### src/rtl/pfid_pkg.sv
// ----------------------------------------------------------------------------
// pfid_pkg
// Shared types and constants for the priority front insert deque.
// ----------------------------------------------------------------------------
package pfid_pkg;

    // queue geometry
    localparam int QUEUE_DEPTH = 16;
    localparam int IDX_W       = (QUEUE_DEPTH > 1) ? $clog2(QUEUE_DEPTH) : 1;
    localparam int CNT_W       = $clog2(QUEUE_DEPTH + 1);

    // field widths
    localparam int KEY_W    = 8;
    localparam int PAY_W    = 32;
    localparam int ENTRY_W  = KEY_W + PAY_W;
    localparam int STATUS_W = 2;
    localparam int OCC_W    = 5;

    // threshold after reset
    localparam logic [KEY_W-1:0] THRESHOLD_RESET = 8'd60;

    // operation codes
    localparam logic OP_INSERT = 1'b0;
    localparam logic OP_REMOVE = 1'b1;

    // result status codes
    localparam logic [STATUS_W-1:0] STATUS_OK    = 2'd0;
    localparam logic [STATUS_W-1:0] STATUS_EMPTY = 2'd1;
    localparam logic [STATUS_W-1:0] STATUS_FULL  = 2'd2;
    localparam logic [STATUS_W-1:0] STATUS_BAD   = 2'd3;

    // controller states
    typedef enum logic [1:0] {
        ST_IDLE,
        ST_READ,
        ST_RESP
    } t_state;

    // controller to datapath
    typedef struct packed {
        logic accept;
        logic capture;
    } t_cmd;

    // datapath to controller
    typedef struct packed {
        logic need_read;
    } t_dp_status;

endpackage

### src/rtl/priority_front_insert_deque.sv
// ----------------------------------------------------------------------------
// priority_front_insert_deque
// Bounded deque: urgent keys go in at the head, others at the tail, removal
// from the head; one result per item with status and occupancy.
// ----------------------------------------------------------------------------
// results: an insert or error result is valid in the cycle after the item is taken,
//   a removal that returns an entry passes the registered store read, then the result registers
// items: one at a time; the controller holds one item from acceptance until its
//   result is taken, output stalls included, and takes no new item before then
// reset: synchronous; pointers and count clear, threshold returns to 60,
//   the entry store is not cleared
module priority_front_insert_deque (
    input  logic                           i_clk,
    input  logic                           i_rst_n,
    input  logic                           i_valid,
    output logic                           o_stall,
    input  logic                           i_op,
    input  logic [pfid_pkg::KEY_W-1:0]     i_entry_key,
    input  logic [pfid_pkg::PAY_W-1:0]     i_entry_payload,
    output logic                           o_valid,
    input  logic                           i_stall,
    output logic [pfid_pkg::STATUS_W-1:0]  o_status,
    output logic [pfid_pkg::KEY_W-1:0]     o_out_key,
    output logic [pfid_pkg::PAY_W-1:0]     o_out_payload,
    output logic [pfid_pkg::OCC_W-1:0]     o_occupancy,
    input  logic                           i_cfg_we,
    input  logic [pfid_pkg::KEY_W-1:0]     i_cfg_data
);

    pfid_pkg::t_cmd       cmd;
    pfid_pkg::t_dp_status dp_status;

    // sequencer
    pfid_ctrl u_ctrl (
        .i_clk       (i_clk),
        .i_rst_n     (i_rst_n),
        .i_valid     (i_valid),
        .i_stall     (i_stall),
        .i_dp_status (dp_status),
        .o_cmd       (cmd),
        .o_stall     (o_stall),
        .o_valid     (o_valid)
    );

    // pointers, store and result registers
    pfid_dp u_dp (
        .i_clk           (i_clk),
        .i_rst_n         (i_rst_n),
        .i_cmd           (cmd),
        .o_dp_status     (dp_status),
        .i_cfg_we        (i_cfg_we),
        .i_cfg_data      (i_cfg_data),
        .i_op            (i_op),
        .i_entry_key     (i_entry_key),
        .i_entry_payload (i_entry_payload),
        .o_status        (o_status),
        .o_out_key       (o_out_key),
        .o_out_payload   (o_out_payload),
        .o_occupancy     (o_occupancy)
    );

endmodule

### src/rtl/pfid_ram.sv
// ----------------------------------------------------------------------------
// pfid_ram
// Generic single write, single read RAM with registered read data.
// ----------------------------------------------------------------------------
module pfid_ram #(
    parameter int WIDTH = 8,
    parameter int DEPTH = 16
) (
    input  logic                                   i_clk,
    input  logic                                   i_we,
    input  logic [((DEPTH > 1) ? $clog2(DEPTH) : 1)-1:0] i_waddr,
    input  logic [WIDTH-1:0]                       i_wdata,
    input  logic                                   i_re,
    input  logic [((DEPTH > 1) ? $clog2(DEPTH) : 1)-1:0] i_raddr,
    output logic [WIDTH-1:0]                       o_rdata
);

    logic [WIDTH-1:0] r_mem [DEPTH];
    logic [WIDTH-1:0] r_rdata;

    // write port
    always_ff @(posedge i_clk) begin
        if (i_we) begin
            r_mem[i_waddr] <= i_wdata;
        end
    end

    // registered read port
    always_ff @(posedge i_clk) begin
        if (i_re) begin
            r_rdata <= r_mem[i_raddr];
        end
    end

    assign o_rdata = r_rdata;

endmodule

### src/rtl/pfid_ctrl.sv
// ----------------------------------------------------------------------------
// pfid_ctrl
// Sequencer: takes one item, waits on the store read for a removal, holds the result.
// ----------------------------------------------------------------------------
module pfid_ctrl (
    input  logic                   i_clk,
    input  logic                   i_rst_n,
    input  logic                   i_valid,
    input  logic                   i_stall,
    input  pfid_pkg::t_dp_status   i_dp_status,
    output pfid_pkg::t_cmd         o_cmd,
    output logic                   o_stall,
    output logic                   o_valid
);

    pfid_pkg::t_state r_state;
    pfid_pkg::t_state n_state;

    // state register
    always_ff @(posedge i_clk) begin
        if (!i_rst_n) begin
            r_state <= pfid_pkg::ST_IDLE;
        end else begin
            r_state <= n_state;
        end
    end

    // next state
    always_comb begin
        n_state = r_state;
        case (r_state)
            pfid_pkg::ST_IDLE: begin
                if (i_valid) begin
                    n_state = i_dp_status.need_read ? pfid_pkg::ST_READ : pfid_pkg::ST_RESP;
                end
            end
            pfid_pkg::ST_READ: begin
                n_state = pfid_pkg::ST_RESP;
            end
            pfid_pkg::ST_RESP: begin
                if (!i_stall) begin
                    n_state = pfid_pkg::ST_IDLE;
                end
            end
            default: begin
                n_state = pfid_pkg::ST_IDLE;
            end
        endcase
    end

    // outputs
    always_comb begin
        o_cmd.accept  = 1'b0;
        o_cmd.capture = 1'b0;
        o_stall       = 1'b1;
        o_valid       = 1'b0;
        case (r_state)
            pfid_pkg::ST_IDLE: begin
                o_stall      = 1'b0;
                o_cmd.accept = i_valid;
            end
            pfid_pkg::ST_READ: begin
                o_cmd.capture = 1'b1;
            end
            pfid_pkg::ST_RESP: begin
                o_valid = 1'b1;
            end
            default: begin
                o_stall = 1'b1;
            end
        endcase
    end

endmodule

### src/rtl/pfid_dp.sv
// ----------------------------------------------------------------------------
// pfid_dp
// Datapath: head and tail pointers, entry count, threshold, entry store and
// result registers.
// ----------------------------------------------------------------------------
module pfid_dp (
    input  logic                           i_clk,
    input  logic                           i_rst_n,
    input  pfid_pkg::t_cmd                 i_cmd,
    output pfid_pkg::t_dp_status           o_dp_status,
    input  logic                           i_cfg_we,
    input  logic [pfid_pkg::KEY_W-1:0]     i_cfg_data,
    input  logic                           i_op,
    input  logic [pfid_pkg::KEY_W-1:0]     i_entry_key,
    input  logic [pfid_pkg::PAY_W-1:0]     i_entry_payload,
    output logic [pfid_pkg::STATUS_W-1:0]  o_status,
    output logic [pfid_pkg::KEY_W-1:0]     o_out_key,
    output logic [pfid_pkg::PAY_W-1:0]     o_out_payload,
    output logic [pfid_pkg::OCC_W-1:0]     o_occupancy
);

    localparam logic [pfid_pkg::IDX_W-1:0] PtrLast =
        pfid_pkg::IDX_W'(pfid_pkg::QUEUE_DEPTH - 1);
    localparam logic [pfid_pkg::CNT_W-1:0] CntFull =
        pfid_pkg::CNT_W'(pfid_pkg::QUEUE_DEPTH);

    logic [pfid_pkg::IDX_W-1:0]    r_head, n_head;
    logic [pfid_pkg::IDX_W-1:0]    r_tail, n_tail;
    logic [pfid_pkg::CNT_W-1:0]    r_count, n_count;
    logic [pfid_pkg::KEY_W-1:0]    r_threshold;
    logic [pfid_pkg::STATUS_W-1:0] r_status, n_status;
    logic [pfid_pkg::KEY_W-1:0]    r_key, n_key;
    logic [pfid_pkg::PAY_W-1:0]    r_payload, n_payload;

    logic                          is_empty;
    logic                          is_full;
    logic                          urgent;
    logic [pfid_pkg::IDX_W-1:0]    head_inc;
    logic [pfid_pkg::IDX_W-1:0]    head_dec;
    logic [pfid_pkg::IDX_W-1:0]    tail_inc;
    logic                          ram_we;
    logic [pfid_pkg::IDX_W-1:0]    ram_waddr;
    logic                          ram_re;
    logic [pfid_pkg::ENTRY_W-1:0]  ram_rdata;

    // pointer arithmetic with wrap at the queue depth
    assign head_inc = (r_head == PtrLast) ? '0 : r_head + 1'b1;
    assign head_dec = (r_head == '0) ? PtrLast : r_head - 1'b1;
    assign tail_inc = (r_tail == PtrLast) ? '0 : r_tail + 1'b1;

    assign is_empty = (r_count == '0);
    assign is_full  = (r_count >= CntFull);
    assign urgent   = (i_entry_key >= r_threshold);

    // store access for the item being taken
    assign ram_we    = i_cmd.accept && (i_op == pfid_pkg::OP_INSERT) && !is_full;
    assign ram_waddr = urgent ? head_dec : r_tail;
    assign ram_re    = i_cmd.accept && (i_op == pfid_pkg::OP_REMOVE) && !is_empty;

    assign o_dp_status.need_read = (i_op == pfid_pkg::OP_REMOVE) && !is_empty;

    pfid_ram #(
        .WIDTH (pfid_pkg::ENTRY_W),
        .DEPTH (pfid_pkg::QUEUE_DEPTH)
    ) u_store (
        .i_clk   (i_clk),
        .i_we    (ram_we),
        .i_waddr (ram_waddr),
        .i_wdata ({i_entry_key, i_entry_payload}),
        .i_re    (ram_re),
        .i_raddr (r_head),
        .o_rdata (ram_rdata)
    );

    // queue update and result fields
    always_comb begin
        n_head    = r_head;
        n_tail    = r_tail;
        n_count   = r_count;
        n_status  = r_status;
        n_key     = r_key;
        n_payload = r_payload;
        if (i_cmd.accept) begin
            n_status  = pfid_pkg::STATUS_OK;
            n_key     = '0;
            n_payload = '0;
            if (i_op == pfid_pkg::OP_INSERT) begin
                if (is_full) begin
                    n_status = pfid_pkg::STATUS_FULL;
                end else begin
                    if (urgent) begin
                        n_head = head_dec;
                    end else begin
                        n_tail = tail_inc;
                    end
                    n_count = r_count + 1'b1;
                end
            end else begin
                if (is_empty) begin
                    n_status = pfid_pkg::STATUS_EMPTY;
                end else begin
                    n_head  = head_inc;
                    n_count = r_count - 1'b1;
                end
            end
        end else if (i_cmd.capture) begin
            n_key     = ram_rdata[pfid_pkg::ENTRY_W-1:pfid_pkg::PAY_W];
            n_payload = ram_rdata[pfid_pkg::PAY_W-1:0];
        end
    end

    // control registers
    always_ff @(posedge i_clk) begin
        if (!i_rst_n) begin
            r_head      <= '0;
            r_tail      <= '0;
            r_count     <= '0;
            r_threshold <= pfid_pkg::THRESHOLD_RESET;
        end else begin
            r_head  <= n_head;
            r_tail  <= n_tail;
            r_count <= n_count;
            if (i_cfg_we) begin
                r_threshold <= i_cfg_data;
            end
        end
    end

    // result registers
    always_ff @(posedge i_clk) begin
        r_status  <= n_status;
        r_key     <= n_key;
        r_payload <= n_payload;
    end

    assign o_status      = r_status;
    assign o_out_key     = r_key;
    assign o_out_payload = r_payload;
    assign o_occupancy   = pfid_pkg::OCC_W'(r_count);

endmodule

### config.mk
export PLATFORM = sky130hd
export DESIGN_NAME = priority_front_insert_deque
export DESIGN_NICKNAME = d
export VERILOG_FILES = /design/src/rtl/pfid_pkg.sv /design/src/rtl/priority_front_insert_deque.sv /design/src/rtl/pfid_ram.sv /design/src/rtl/pfid_ctrl.sv /design/src/rtl/pfid_dp.sv
export SDC_FILE = /design/constraint.sdc
export NUM_CORES = 1
export LEC_CHECK = 0
export ABC_AREA = 1
export BUFFER_PORTS_ARGS = -buffer_cell sky130_fd_sc_hd__buf_2
export CORE_ASPECT_RATIO = 0.5
export CORE_MARGIN = 1.5
export CORE_UTILIZATION = 45
export CTS_BUF_LIST = sky130_fd_sc_hd__clkbuf_8
export CTS_CLUSTER_SIZE = 25
export DETAILED_ROUTE_END_ITERATION = 10
export PLACE_DENSITY = 0.66
export SLEW_MARGIN = 20
export SYNTH_ARGS = -nofsm -noshare
export SYNTH_HDL_FRONTEND = slang
export SYNTH_SLANG_ARGS = --single-unit
export TNS_END_PERCENT = 10
### constraint.sdc
create_clock -name i_clk -period 3.66 [get_ports i_clk]
set_clock_uncertainty 0.05 [all_clocks]
set_input_delay 0 -clock i_clk [delete_from_list [all_inputs] [get_ports i_clk]]
set_output_delay 0 -clock i_clk [all_outputs]
set_load 0.03 [all_outputs]
After elaboration in Yosys (flattened, before gate mapping)
Memories as Yosys holds them, arrays and structs flattened. A register that Yosys moved wholly into a read port is not among the register bits.
Index checks and enable logic that the tools add are counted.
{ "op_classes": {"addsub": 5, "order_cmp": 2, "eq_ne": 8, "muxes": 24, "n_bitwise": 3, "n_reduce_logical": 15} }
{ "op_table": {"columns": ["cell", "count"], "rows": [
  ["two-way mux 4 bit", 8],
  ["two-way mux 5 bit", 3],
  ["two-way mux 2 bit", 5],
  ["adder 4 x 1 -> 4 bit, second input constant", 2],
  ["equality test 4 bit, second input constant", 2],
  [">= comparator 8 bit", 1],
  ["inequality test 2 bit, second input constant", 4],
  ["AND reduction 4 bit", 2],
  ["two-way mux 1 bit", 7],
  ["one-hot mux 2 bit (3 select lines)", 1],
  ["adder 5 x 1 -> 5 bit, second input constant", 1],
  [">= comparator 5 bit, second input constant", 1],
  ["logical AND 1 bit", 5],
  ["logical NOT 5 bit", 1],
  ["subtractor 5 x 1 -> 5 bit, second input constant", 1],
  ["logical NOT 4 bit", 1],
  ["subtractor 4 x 1 -> 4 bit, second input constant", 1],
  ["NOT 1 bit", 3],
  ["AND reduction 3 bit", 1],
  ["equality test 2 x 1 -> 1 bit, second input constant", 1],
  ["equality test 2 bit, second input constant", 1],
  ["logical NOT 1 bit", 2],
  ["logical NOT 2 bit", 1],
  ["AND reduction 2 bit", 1],
  ["nonzero test 2 bit", 1]
]} }
{ "word_totals": {"ff_bits": 65, "ram_bits": 640, "input_bits": 54, "out_inout_bits": 49, "wordCells": 66, "n_memories": 1} }
{ "mem_list": {"columns": ["memory", "words", "word_bits", "rd", "rd_ports_with_merged_regs", "wr", "line_no", "rtl"], "rows": [
  ["u_dp.u_store.r_mem", 16, 40, 1, 1, 1, "pfid_ram.sv:18", "logic [WIDTH-1:0] r_mem [DEPTH];"]
]} }

Depth between registers and ports, before layout
{ "depth": {"word_depth": 6, "depth_mapped": 14, "mapped_depth_nobuf": 14} }

Hierarchy
Synthesis repeated with hierarchy kept, for this count alone.
{ "unflattened": {"cells_unflattened": 3046, "hier_area_um2": 31722.9} }
{ "by_module_without_submodules": {"columns": ["mod", "instances", "cells_per_inst", "area_per_inst_um2", "seq_area_each_um2"], "rows": [
  ["pfid_ram", 1, 2643, 28718.8, 20419.6],
  ["pfid_dp", 1, 386, 2886.5, 1281.2],
  ["pfid_ctrl", 1, 17, 117.6, 40.0]
]} }

Worst setup path after synthesis
Ideal clock, no wire load.
{ "synth_timing": {"path_kind": "flip-flop to flip-flop", "startpoint": "register u_dp.r_head[0] (netlist bit)", "endpoint": "memory u_dp.u_store.r_mem[0][0] (netlist bit), enable pin", "arrival_time_ns": 3.259, "t_required_ns": 3.173, "path_slack_ns": -0.086, "stages_incl_launch_ff": 13, "path_cell_list": "dfxtp_1 -> buf_4 -> inv_4 -> buf_4 -> buf_2 -> ha_1 -> nand2_1 -> nand2_1 -> nor2_1 -> nand2_1 -> o21ai_2 -> nand2_1 -> nor2_1"} }
{ "synth_between": {"elab_chain_cells": 3, "word_cells_on_any_way": 4, "classes_between": "add/sub: 1; mux: 2; reduce/logical: 1"} }
{ "synth_lines": {"columns": ["item", "line_no", "rtl"], "rows": [
  ["from (decl)", "pfid_dp.sv:27", "logic [pfid_pkg::IDX_W-1:0] r_head, n_head;"],
  ["from (signal assigned)", "pfid_dp.sv:120", "r_head <= n_head;"],
  ["subtractor 4 x 1 -> 4 bit or logical NOT 4 bit (tied branches)", "pfid_dp.sv:48", "assign head_dec = (r_head == '0) ? PtrLast : r_head - 1'b1;"],
  ["two-way mux 4 bit (*)", "pfid_dp.sv:48", null],
  ["two-way mux 4 bit (*)", "pfid_dp.sv:57", "assign ram_waddr = urgent ? head_dec : r_tail;"],
  ["to (decl)", "pfid_ram.sv:18", null]
]} }
Mark *: on every way between the ends. The rest lies on a longest branch, timed or not.

Worst setup path after layout
{ "layout_timing": {"startpoint": "register u_dp.r_head[1] (netlist bit)", "endpoint": "register u_dp.r_head[0] (netlist bit)"} }
{ "layout_between": {"elab_chain_cells": 5, "word_cells_on_any_way": 8, "classes_between": "eq/ne: 1; mux: 6; reduce/logical: 1"} }
{ "layout_lines": {"columns": ["item", "line_no", "rtl"], "rows": [
  ["logical NOT 4 bit", "pfid_dp.sv:48", null],
  ["two-way mux 4 bit", "pfid_dp.sv:48", null],
  ["two-way mux 4 bit", "pfid_dp.sv:91", "if (urgent) begin"],
  ["two-way mux 4 bit", "pfid_dp.sv:88", "if (is_full) begin"],
  ["two-way mux 4 bit (*)", "pfid_dp.sv:87", "if (i_op == pfid_pkg::OP_INSERT) begin"]
]} }
Mark *: on every way between the ends. The rest lies on a longest branch, timed or not. The select of a mux whose other input is x is not followed.
A chain may end at the register's enable or synchronous reset.

==> flow_summary.yaml <==
power_and_ir_drop:
  cellInternalPower_w: 0.01368
  leakagePower_nw: 11.27
  seqPwrFrac_pct: 50.9
  pwr-share-comb_pct: 17.0
  p_switching_w: 0.005619
  power_density_nw_per_um2: 580.9
  p_sw_share_pct: 29.12
  p_clk_share_pct: 32.1
  ir_worst_vdd_mv: 0.2823
drt:
  wl_per_cell_um: 22.01
  wirelength_um: 73870
  dr_total_vias: 19018
  drtIter0Drc: 2344
  ant_nets: 0
  vias_per_cell: 5.665
  drc: 0
  firstDrtPassIters: 5
floorplan:
  dieWidth_um: 361.4
  initial_core_util_pct: 45.67
  die-area_um2: 65840
  num_rows: 65
  boundaryPins: 103
  fp.dieH_um: 182.2
  core_region_area_um2: 63270
synth:
  synth-async-reset-ratio_pct: 0
  yosysSeqAreaShare_pct: 75.24
  synth_edf_count: 682
  syn_area_per_cell_um2: 12.85
  synth_cells: 2249
  synth_seq_cells: 745
  synth_warnings: 0
  syn_area_um2: 28900
  synth_ff_type: "edfxtp_1"
  synth_cell_types: 39
  syn-num-nets: 2319
worst_setup_path:
  path_max_fanout: 63
  cp_cell_sequence: "buf_4 -> buf_6 -> ha_1 -> inv_1 -> o21ai_0 -> nand2_1 -> nand2_1 -> nand3_1 -> nand2_1 -> dlygate4sd3_1 -> nor2_1 -> dlygate4sd3_1"
  cp_data_required_time_ps: 4190
  cpMaxStageDelayCell: "dlygate4sd3_1"
  crit_path_frequent_cell: "nand2_1"
  r2r-end: "u_dp.r_head[0]$_SDFFE_PN0P_"
  crit_path_end_kind: "flop"
  critPathTopFamily: "buffers and inverters"
  critPathMaxStageDelay_ps: 560
  critPathKind: "reg2reg"
  r2r_start: "u_dp.r_head[1]$_SDFFE_PN0P_"
  regToRegSetupSlack_ps: 220
  crit_cells: 12
  cp.buffers_inverters: 5
  r2r_cells: 12
  critPathLaunchType: "flop"
  critPathLaunch: "u_dp.r_head[1]$_SDFFE_PN0P_"
  arrival_ps: 3970
place:
  place_ws_ps: 783.8
  dp.final_hpwl_um: 38220
  gp_congestion: 0.8170
  io_buffer_count: 102
grt:
  antenna_found_initial: 2
  grt_pass1_wl_um: 111000
  track_usage_pct: 22.29
  gr-total-overflow: 0
  grt_max_degree: 205
  grt_pass1_vias: 18127
final_layout:
  area_delta_synth_final_pct: 14.95
  fin_util_pct: 52.50
  fin_nets: 2499
  layout-drive-gt1-share_pct: 12.99
timing:
  layout_setup_ws_ps: 224.8
  setup_viol: 0
  fin_crit_ps: 3435
  fin_crit_sh_pct: 93.86
  relSlewSlack_pct: 23.99
  slew_viol_final: 0
  rsz0062_at_grt: "false"
  finalHoldViolations: 0
  worstMarginPinSlew_ps: 1140
  fmax_mhz: 291.1
cts:
  postCtsSetupBuffers: 0
  numCtsBuffers: 102
  cts_tree: "yes"
  clkSinkCount: 745
  htreeDepth: 3
  clk_latency_ps: 720
  clkTransAtPathRegs_ps: 70
  cts-root-buf: "clkbuf_8"
  clk_path_buf_depth: 3
job:
  cap_violations: 0
outcome:
  outcome: "finished clean"
hold_path:
  hold_end: "u_dp.u_store.r_mem[11][34]$_DFFE_PP_"
  min_path_cells: 2
  min_from: "i_entry_key[2]"
  hp-class: "in2reg"
-- placed cells by master, fill, tap and decap left out, types with 4 or more instances in the layout --
cell / count
nand2_1: 258
buf_4: 27
nand2_2: 5
nor2_4: 22
xor2_1: 4
a21oi_1: 17
buf_2: 102
edfxtp_1: 682
clkinv_2: 12
o21ai_0: 268
ha_1: 15
buf_12: 17
nand4_1: 42
o21ai_1: 111
o22ai_1: 160
nor2_1: 346
clkbuf_8: 109
inv_1: 64
dfxtp_1: 60
nand3_1: 58
dlygate4sd3_1: 72
clkinv_1: 25
bufinv_16: 4
inv_2: 5
-- power by group through the flow --
stage	sequential, W	clock [W]	combinational, W
floorplan	0.0101	0	0.00203
CTS	0.00982	0.00629	0.00325
detailed placement	0.0100	0	0.00317
finish	0.00982	0.00619	0.00328
global placement	0.0100	0	0.00313
global route	0.00984	0.00665	0.00360
-- routing by layer --
layer | vias up | GRT usage [%] | wire length, um
li1 | 8627 | - | -
met1 | 9434 | 33.09 | 32730
met2 | 864 | 33.72 | 33470
met3 | 91 | 4.299 | 6529
met4 | 2 | 6.017 | 1130
met5 | - | 0 | 13
-- cells in the mapped netlist (2+ instances only) --
library cell / count / area, um^2
dfxtp_1: 63 / 1261
clkbuf_1: 74 / 277.8
nand2_4: 2 / 22.52
nand3_1: 58 / 290.3
a21oi_1: 17 / 85.08
nand2_1: 259 / 972.2
xnor2_1: 3 / 26.28
nand4_1: 42 / 262.8
edfxtp_1: 682 / 20480
inv_2: 5 / 18.77
nor2_1: 366 / 1374
buf_1: 5 / 18.77
inv_1: 26 / 97.59
clkinv_1: 2 / 7.510
inv_4: 2 / 12.51
buf_4: 18 / 135.1
nor2_2: 2 / 12.51
ha_1: 15 / 187.7
o21ai_0: 268 / 1341
nand3_2: 2 / 20.02
xor2_1: 4 / 35.03
o22ai_1: 160 / 1001
buf_2: 45 / 225.2
o21ai_1: 111 / 555.5
nand2_2: 4 / 25.02
-- what timing repair did --
item | in CTS | in global routing
hold endpoints to repair | 707 | 0
hold buffers | 72 | 0
resized for setup | 0 | 1
endpoints found under the setup margin | 0 | 1
-- state kept, by name, indices dropped and copies added, names as in the netlist --
| signal | cells |
|---|---|
| u_ctrl.r_state | 2 |
| u_dp.o_occupancy | 5 |
| u_dp.o_out_key | 8 |
| u_dp.o_out_payload | 32 |
| u_dp.o_status | 2 |
| u_dp.r_head | 4 |
| u_dp.r_tail | 4 |
| u_dp.r_threshold | 8 |
| u_dp.u_store.o_rdata | 40 |
| u_dp.u_store.r_mem | 640 |
-- worst max-delay path by stage --
stage | to | slack (ps)
CTS | u_dp.r_head[0]$_SDFFE_PN0P_ | 70
finish | u_dp.r_head[0]$_SDFFE_PN0P_ | 220
floorplan | u_dp.u_store.r_mem[0][0]$_DFFE_PP_ | -90
global placement | u_dp.u_store.r_mem[11][6]$_DFFE_PP_ | 820
detailed placement | u_dp.u_store.r_mem[6][12]$_DFFE_PP_ | 780
global route | u_dp.r_head[0]$_SDFFE_PN0P_ | 40
-- stage by stage --
step                      std cells  power [W]  hold slack (ps)  instance area, um^2  setup TNS [ps]
after floorplan                2249    0.01210            48.87                28900          -35590
after global placement         3090    0.01312            202.8                30510               0
after detailed placement       3090    0.01317            206.3                30510               0
after CTS                      3354    0.01937            36.12                33210               0
after global routing           3357    0.02010            82.24                33220               0
final                          3357    0.01930            86.41                33220               0
-- area by class of cell --
type	count	area, um^2
Clock buffer	109	1500
Inverter	37	157.7
Timing Repair Buffer	219	1785
Tap cell	837	1047
Clock inverter	83	474.2
Sequential cell	745	21750
Multi-Input combinational cell	1324	6495
Antenna cell	3	7.507
Fill cell	5269	30060
-- cells by family (layout without fill, tap and decap cells) --
group,after synthesis,count (layout),synth area share [%]
flip-flops,745,745,75.24
AND/OR/NAND/NOR,741,741,10.57
AO/OA/AOI/OAI,560,560,10.43
buffers and inverters,180,448,2.832
adder cells (fa/ha/maj),16,16,0.7188
XOR/XNOR,7,7,0.2122
other,0,3,0
No activity file was read; power rests on OpenSTA's default activity.
